`config.mk`:
```
export PLATFORM = sky130hd
export DESIGN_NAME = wtep_merge_flat
export DESIGN_NICKNAME = d
export VERILOG_FILES = /design/src/rtl/wtep_pkg.sv /design/src/rtl/wtep_if.sv /design/src/rtl/wtep_merge.sv /design/src/flat_wrapper.sv
export SDC_FILE = /design/constraint.sdc
export NUM_CORES = 1
export LEC_CHECK = 0
export BUFFER_PORTS_ARGS = -buffer_cell sky130_fd_sc_hd__buf_2
export CAP_MARGIN = 20
export CORE_MARGIN = 2
export CORE_UTILIZATION = 52
export DETAILED_ROUTE_END_ITERATION = 6
export GPL_TIMING_DRIVEN = 0
export PLACE_DENSITY = 0.81
export REMOVE_ABC_BUFFERS = 1
export SYNTH_ARGS = -nofsm -noshare
export SYNTH_HDL_FRONTEND = slang
export SYNTH_SLANG_ARGS = --single-unit
export TNS_END_PERCENT = 20
```
`constraint.sdc`:
```
create_clock -name clk -period 5.5 [get_ports clk]
set_input_delay 1.1 -clock clk [delete_from_list [all_inputs] [get_ports clk]]
set_output_delay 1.1 -clock clk [all_outputs]
set_load 0.005 [all_outputs]
```
`src/rtl/wtep_pkg.sv`:
```
// Shared types, constants and register codes of the wireframe triangle edge projector.
package wtep_pkg;

	// Number of vertices in a triangle, and of edges drawn from it.
	localparam int NUM_VERTS = 3;
	// Register stages in one projection lane.
	localparam int LANE_DEPTH = 6;

	// Offset-binary centre of an input coordinate.
	localparam logic [15:0] CENTRE = 16'd32767;
	// Added to a negative product before the shift so that it truncates toward zero.
	localparam logic [50:0] ROUND_BIAS = 51'h3FFF_FFFF;

	// Record index of the last edge (c to a).
	localparam logic [1:0] LAST_EDGE = 2'd2;

	// Configuration register indexes.
	typedef enum logic [3:0] {
		REG_ORIGIN_X     = 4'd0,
		REG_ORIGIN_Y     = 4'd1,
		REG_SCALE_FACTOR = 4'd2,
		REG_ROT_SIN      = 4'd3,
		REG_ROT_COS      = 4'd4,
		REG_LINE_COLOR   = 4'd5,
		REG_H_RES        = 4'd6,
		REG_V_RES        = 4'd7
	} cfg_idx_t;

	// Live configuration seen by the lanes and the edge stage.
	typedef struct packed {
		logic [15:0]        origin_x;
		logic [15:0]        origin_y;
		logic [15:0]        scale_factor;
		logic signed [15:0] rot_sin;
		logic signed [15:0] rot_cos;
		logic [7:0]         line_color;
		logic [11:0]        h_res;
		logic [11:0]        v_res;
	} cfg_t;

	// Stage load enables shared by all lanes.
	typedef struct packed {
		logic [LANE_DEPTH-1:0] load;
	} lane_ctl_t;

	// One ordered line before the colour is attached.
	typedef struct packed {
		logic [11:0] start_x;
		logic [11:0] start_y;
		logic [11:0] end_x;
		logic [11:0] end_y;
	} edge_rec_t;

endpackage

```
`src/rtl/wtep_if.sv`:
```


interface wtep_line_if;
	logic        valid;
	logic        ready;
	logic [11:0] start_x;
	logic [3:0]  start_nibble;
	logic [11:0] start_y;
	logic [11:0] end_x;
	logic [3:0]  end_nibble;
	logic [11:0] end_y;
	logic        last_edge;

	modport source (
		output valid, start_x, start_nibble, start_y, end_x, end_nibble, end_y, last_edge,
		input  ready
	);
	modport sink (
		input  valid, start_x, start_nibble, start_y, end_x, end_nibble, end_y, last_edge,
		output ready
	);
endinterface


```
`src/rtl/wtep_merge.sv`:
```
// Edge stage: builds the three ordered line records of a triangle and sends them in turn.
module wtep_merge (
	input  logic                 clk,
	input  logic                 arst_n,
	input  wtep_pkg::cfg_t       cfg,
	input  logic                 in_valid,
	output logic                 in_ready,
	input  logic [11:0]          px [wtep_pkg::NUM_VERTS],
	input  logic [11:0]          py [wtep_pkg::NUM_VERTS],
	wtep_line_if.source          line_out
);

	logic                valid_q;
	logic [1:0]          idx_q;
	wtep_pkg::edge_rec_t rec_q [wtep_pkg::NUM_VERTS];
	wtep_pkg::edge_rec_t rec_d [wtep_pkg::NUM_VERTS];
	logic                out_xfer;
	logic                load;
	logic                last;

	// Order each edge so that its start has the smaller y; ties keep the first vertex.
	always_comb begin
		for (int k = 0; k < wtep_pkg::NUM_VERTS; k++) begin
			int nxt;
			nxt = (k == wtep_pkg::NUM_VERTS - 1) ? 0 : k + 1;
			if (py[k] > py[nxt]) begin
				rec_d[k] = '{start_x: px[nxt], start_y: py[nxt], end_x: px[k], end_y: py[k]};
			end else begin
				rec_d[k] = '{start_x: px[k], start_y: py[k], end_x: px[nxt], end_y: py[nxt]};
			end
		end
	end

	assign last     = (idx_q == wtep_pkg::LAST_EDGE);
	assign out_xfer = line_out.valid && line_out.ready;
	assign in_ready = !valid_q || (out_xfer && last);
	assign load     = in_valid && in_ready;

	// Record buffer and the index of the record on offer.
	always_ff @(posedge clk or negedge arst_n) begin
		if (!arst_n) begin
			valid_q <= 1'b0;
			idx_q   <= '0;
		end else if (load) begin
			valid_q <= 1'b1;
			idx_q   <= '0;
		end else if (out_xfer) begin
			if (last) begin
				valid_q <= 1'b0;
			end else begin
				idx_q <= idx_q + 2'd1;
			end
		end
	end

	always_ff @(posedge clk) begin
		if (load) begin
			rec_q <= rec_d;
		end
	end

	// Present the current record with the colour nibbles.
	assign line_out.valid        = valid_q;
	assign line_out.start_x      = rec_q[idx_q].start_x;
	assign line_out.start_y      = rec_q[idx_q].start_y;
	assign line_out.end_x        = rec_q[idx_q].end_x;
	assign line_out.end_y        = rec_q[idx_q].end_y;
	assign line_out.start_nibble = cfg.line_color[7:4];
	assign line_out.end_nibble   = cfg.line_color[3:0];
	assign line_out.last_edge    = last;

	// A transfer of an early record moves on to the next one of the same triangle.
	assert property (@(posedge clk) disable iff (!arst_n)
		out_xfer && !last |=> valid_q && (idx_q == $past(idx_q) + 2'd1))
		else $error("edge index did not advance after a transfer");

	// Every record on offer is ordered by y.
	assert property (@(posedge clk) disable iff (!arst_n)
		valid_q |-> line_out.start_y <= line_out.end_y)
		else $error("line record not ordered by y");

	// Every record on offer lies on the screen.
	assert property (@(posedge clk) disable iff (!arst_n)
		valid_q |-> (line_out.start_x <= cfg.h_res) && (line_out.end_x <= cfg.h_res)
			&& (line_out.end_y <= cfg.v_res))
		else $error("line record outside the clamp limits");

	// After the last record goes, the buffer is empty unless a new triangle came in.
	assert property (@(posedge clk) disable iff (!arst_n)
		out_xfer && last && !in_valid |=> !valid_q)
		else $error("record buffer still full after the last edge");

endmodule

```
`src/flat_wrapper.sv`:
```
// flat-port wrapper written by rule: the top's interface ports become plain ports
module wtep_merge_flat 
  (clk, arst_n, cfg, in_valid, in_ready, px, py, line_out_valid, line_out_start_x, line_out_start_nibble, line_out_start_y, line_out_end_x, line_out_end_nibble, line_out_end_y, line_out_last_edge, line_out_ready);
  wtep_line_if line_out_i ();
  input  logic clk;
  input  logic arst_n;
  input  wtep_pkg::cfg_t cfg;
  input  logic in_valid;
  output logic in_ready;
  input  logic [11:0] px[wtep_pkg::NUM_VERTS];
  input  logic [11:0] py[wtep_pkg::NUM_VERTS];
  output wire logic [$bits(line_out_i.valid)-1:0] line_out_valid;
  output wire logic [$bits(line_out_i.start_x)-1:0] line_out_start_x;
  output wire logic [$bits(line_out_i.start_nibble)-1:0] line_out_start_nibble;
  output wire logic [$bits(line_out_i.start_y)-1:0] line_out_start_y;
  output wire logic [$bits(line_out_i.end_x)-1:0] line_out_end_x;
  output wire logic [$bits(line_out_i.end_nibble)-1:0] line_out_end_nibble;
  output wire logic [$bits(line_out_i.end_y)-1:0] line_out_end_y;
  output wire logic [$bits(line_out_i.last_edge)-1:0] line_out_last_edge;
  input wire logic [$bits(line_out_i.ready)-1:0] line_out_ready;
  assign line_out_valid = line_out_i.valid;
  assign line_out_start_x = line_out_i.start_x;
  assign line_out_start_nibble = line_out_i.start_nibble;
  assign line_out_start_y = line_out_i.start_y;
  assign line_out_end_x = line_out_i.end_x;
  assign line_out_end_nibble = line_out_i.end_nibble;
  assign line_out_end_y = line_out_i.end_y;
  assign line_out_last_edge = line_out_i.last_edge;
  assign line_out_i.ready = line_out_ready;
  wtep_merge u_core (.clk(clk), .arst_n(arst_n), .cfg(cfg), .in_valid(in_valid), .in_ready(in_ready), .px(px), .py(py), .line_out(line_out_i));
endmodule
```
==> parameters.txt <==
Parameter                              Value

Die
  Area of the die ... about 17,000 um2
  DIE HEIGHT ... 129 um
  Chip width ... 129 um
  Initial Utilization ... 0.534
  Area of the core ... 15,200 um2
  Number of standard-cell rows in the floorplan ... 45
  Io pins ... 247

GRT
  Largest net degree at the start of global routing ... 55
  Combined global-route utilization of all metal layers ... 0.222
  Number of global-route vias before repair ... 5,292
  Final global-route overflow total ... 0
  First-pass GRT wire length ... 27,700 um
  Number of antenna violations at the first check in global routing ... 0

CTS
  Number of sinks driven by the clock tree ... between 100 and 150
  Number of H-tree levels ... 4
  Max Buffers Root-to-Sink ... 2
  Number of resized instances in the post-cts repair step ... 0
  Clock insertion delay at the later pin of the skew report ... 420 ps
  CTS tree ... yes
  Root Driver ... sky130_fd_sc_hd__clkbuf_16
  Setup Buffers After CTS ... 0
  Number of buffers added to fix hold violations after cts ... 0
  Total clock buffers created by CTS ... 17
  Clock-pin transition on the worst setup and hold timing paths ... 60 ps

Power
  Share of total power in sequential cells ... 0.405
  Switching power as a share of total power ... 0.309
  Part of the power in the clock network ... 0.277
  Leakage ... a little under 4 nW
  Part of the power in combinational logic ... 0.318
  Peak VDD IR ... 352 uV
  Post-layout total power ... about 3.8 mW
  Switching power ... about 1.2 mW
  Power density over cell area ... 401 nW/um2
  Internal Dissipation ... 2.64 mW

Synthesis
  Dominant combinational cell family by area after synthesis ... multiplexers
  Sequential cell area fraction in the yosys report ... 0.542
  Per-instance average area after synthesis ... approximately 13 um2
  Synthesized area ... 8120 um2
  Ys flop type ... sky130_fd_sc_hd__edfxtp_1
  Multiplexer fraction of the synthesized cell area ... 0.249
  Basic-gate share of the synthesized area counting and, or, nand and nor cells ... 0.0430
  Post-synthesis register bit count ... between 100 and 150
  Synth async-reset ratio ... 0.0204
  Synthesized-area fraction occupied by ao, oa, aoi and oai cells ... 0.0556
  Number of enable flip-flop cells after synthesis ... 144
  Synth Warn # ... 0
  Count of distinct cell types in the synthesized netlist ... 33
  Synthesized instance count ... 613
  Post-Synth XOR/XNOR Area ... 0
  Synth Area in Adders ... 0.0570

STA
  Final clock skew ... 6.26 ps
  Actual transition at the worst max-transition pin ... a little over 900 ps
  Max Transition Viols Final ... 0
  Period Utilization, post-route ... 0.709
  Highest clock rate ... approximately 260 MHz
  Minimum clock period after layout ... about 3900 ps
  Setup total negative slack ... 0 ps
  Max transition margin ... 0.377
  RSZ-0062 raised after global routing ... false
  Final number of hold-violating endpoints ... 0
  Final setup fails ... 0
  Worst hold slack ... 465 ps

Final layout
  Commonest cells after routing, fill and taps aside ... sky130_fd_sc_hd__edfxtp_1, sky130_fd_sc_hd__buf_2, sky130_fd_sc_hd__mux2i_1
  Area added between synthesis and finish ... 17.6%
  Post-layout utilization of the core ... 0.628
  Most common library cell in the layout ignoring fill and taps ... sky130_fd_sc_hd__edfxtp_1
  Net count reported at finish ... 957
  Share of layout cells above drive strength 1 ... 0.321

Drt
  Number of iterations in the first detailed-routing pass ... 4
  Number of vias per cell ... 5.67
  Wire per inst ... between 15 and 20 um
  Overall via count from detail_route ... 5,294
  Total Routed Length ... 18,000 um
  Iteration-0 DRC count of the detailed router ... 376
  Antenna viol nets, final ... 0
  Drt drc ... 0

Flow run
  Number of violations of the max-capacitance limit ... 0

Setup path
  Required @ worst endpoint ... roughly 4400 ps
  Worst Reg-to-Reg Cells ... 7
  Kind of end point of the critical path ... primary output
  Category of the worst setup path launch point ... register
  Top fanout value on the critical path ... 50
  Critical path type ... reg2out
  Arrival time of data at the critical path endpoint ... between 2000 and 3000 ps

Placed design
  Routability congestion estimate ... 0.843
  Number of input and output port buffers inserted ... 126
  Sum of net half-perimeters after detailed placement ... 12,500 um

Worst hold path
  Type of the worst min-delay path ... in2async

Status
  Status ... completed
==> worst paths after layout <==
kind	startpoint	to	slack (ps)
min in group clk	u_core.line_out.valid$_DFFE_PN0P_	u_core.idx_q[1]$_DFFE_PN0P_	640
setup reg to reg	u_core.idx_q[0]$_DFFE_PN0P_	u_core.rec_q[49]$_DFFE_PP_	2520
hold reg to reg	u_core.line_out.valid$_DFFE_PN0P_	u_core.idx_q[1]$_DFFE_PN0P_	640
setup / recovery	u_core.idx_q[0]$_DFFE_PN0P_	line_out_start_y[1]	1600
hold / removal	arst_n	u_core.idx_q[0]$_DFFE_PN0P_	470
max in group asynchronous	arst_n	u_core.idx_q[1]$_DFFE_PN0P_	4910
==> power groups by stage <==
stage | clock [mW] | combinational, mW | sequential (mW)
2_1_floorplan | 0 | 0.684 | 1.59
3_3_place_gp | 0 | 1.12 | 1.66
3_5_place_dp | 0 | 1.22 | 1.57
4_1_cts | 1.08 | 1.23 | 1.55
5_1_grt | 1.13 | 1.34 | 1.57
6_report | 1.06 | 1.22 | 1.55
==> synth_stat cells (all sizes together) (4+ instances only) <==
| cell | instances | area share |
|---|---|---|
| buf | 29 | 0.031 |
| nor2b | 4 | 0.0031 |
| nand4 | 9 | 0.0069 |
| o21ai | 50 | 0.031 |
| clkbuf | 10 | 0.0046 |
| edfxtp | 144 | 0.53 |
| ha | 37 | 0.057 |
| nand2 | 55 | 0.025 |
| mux2 | 72 | 0.10 |
| mux2i | 121 | 0.15 |
| inv | 39 | 0.018 |
| a21oi | 15 | 0.0092 |
==> critical path, cell delays in order, from the launching register on <==
cell                      delay (ps)
sky130_fd_sc_hd__dfrtp_2         980
sky130_fd_sc_hd__inv_1           270
sky130_fd_sc_hd__nor2_4          430
sky130_fd_sc_hd__buf_12          280
sky130_fd_sc_hd__nand2_1          80
sky130_fd_sc_hd__o21ai_0         130
sky130_fd_sc_hd__buf_2           190
==> cell type report <==
type                       count  area [um2]
multi-input combinational    388        3330
fill                        1151        5660
antenna                        1        2.50
sequential                   147        4400
clock buffer                  22         444
inverter                      39         146
tap                          188         235
clock inverter                 9        88.8
timing repair buffer         139         900
==> through the flow <==
step / setup slack (ps) / std cells / instance area (um2)
3_3_place_gp: -2480 / 888 / 8700
4_1_cts: 1540 / 932 / 9540
5_1_grt: 1370 / 932 / 9540
2_1_floorplan: -685 / 574 / 7830
3_5_place_dp: 1610 / 901 / 9010
6_report: 1600 / 933 / 9550
==> sequential cells by signal (all words and copies together), names as in the netlist <==
name                   count
u_core.line_out.valid      1
u_core.idx_q               2
u_core.rec_q             144
==> kinds of logic after synthesis <==
logic type	count (synthesis)
AOI/OAI and AO/OA	79
adders and majority gates	37
buffers and inverters	78
DFF	147
muxes	193
and+or+nand+nor	79
==> per-layer routing <==
layer / share of wire / up-vias / track usage / wire length, um
met1: 0.44 / 2599 / 0.276 / 7940
met2: 0.47 / 160 / 0.368 / 8510
li1: - / 2518 / - / -
met5: 0 / - / 0 / 0
met4: 0.014 / 0 / 0.0729 / 247
met3: 0.071 / 17 / 0.0736 / 1290
Note: power is estimated with default switching activity, not from simulation.
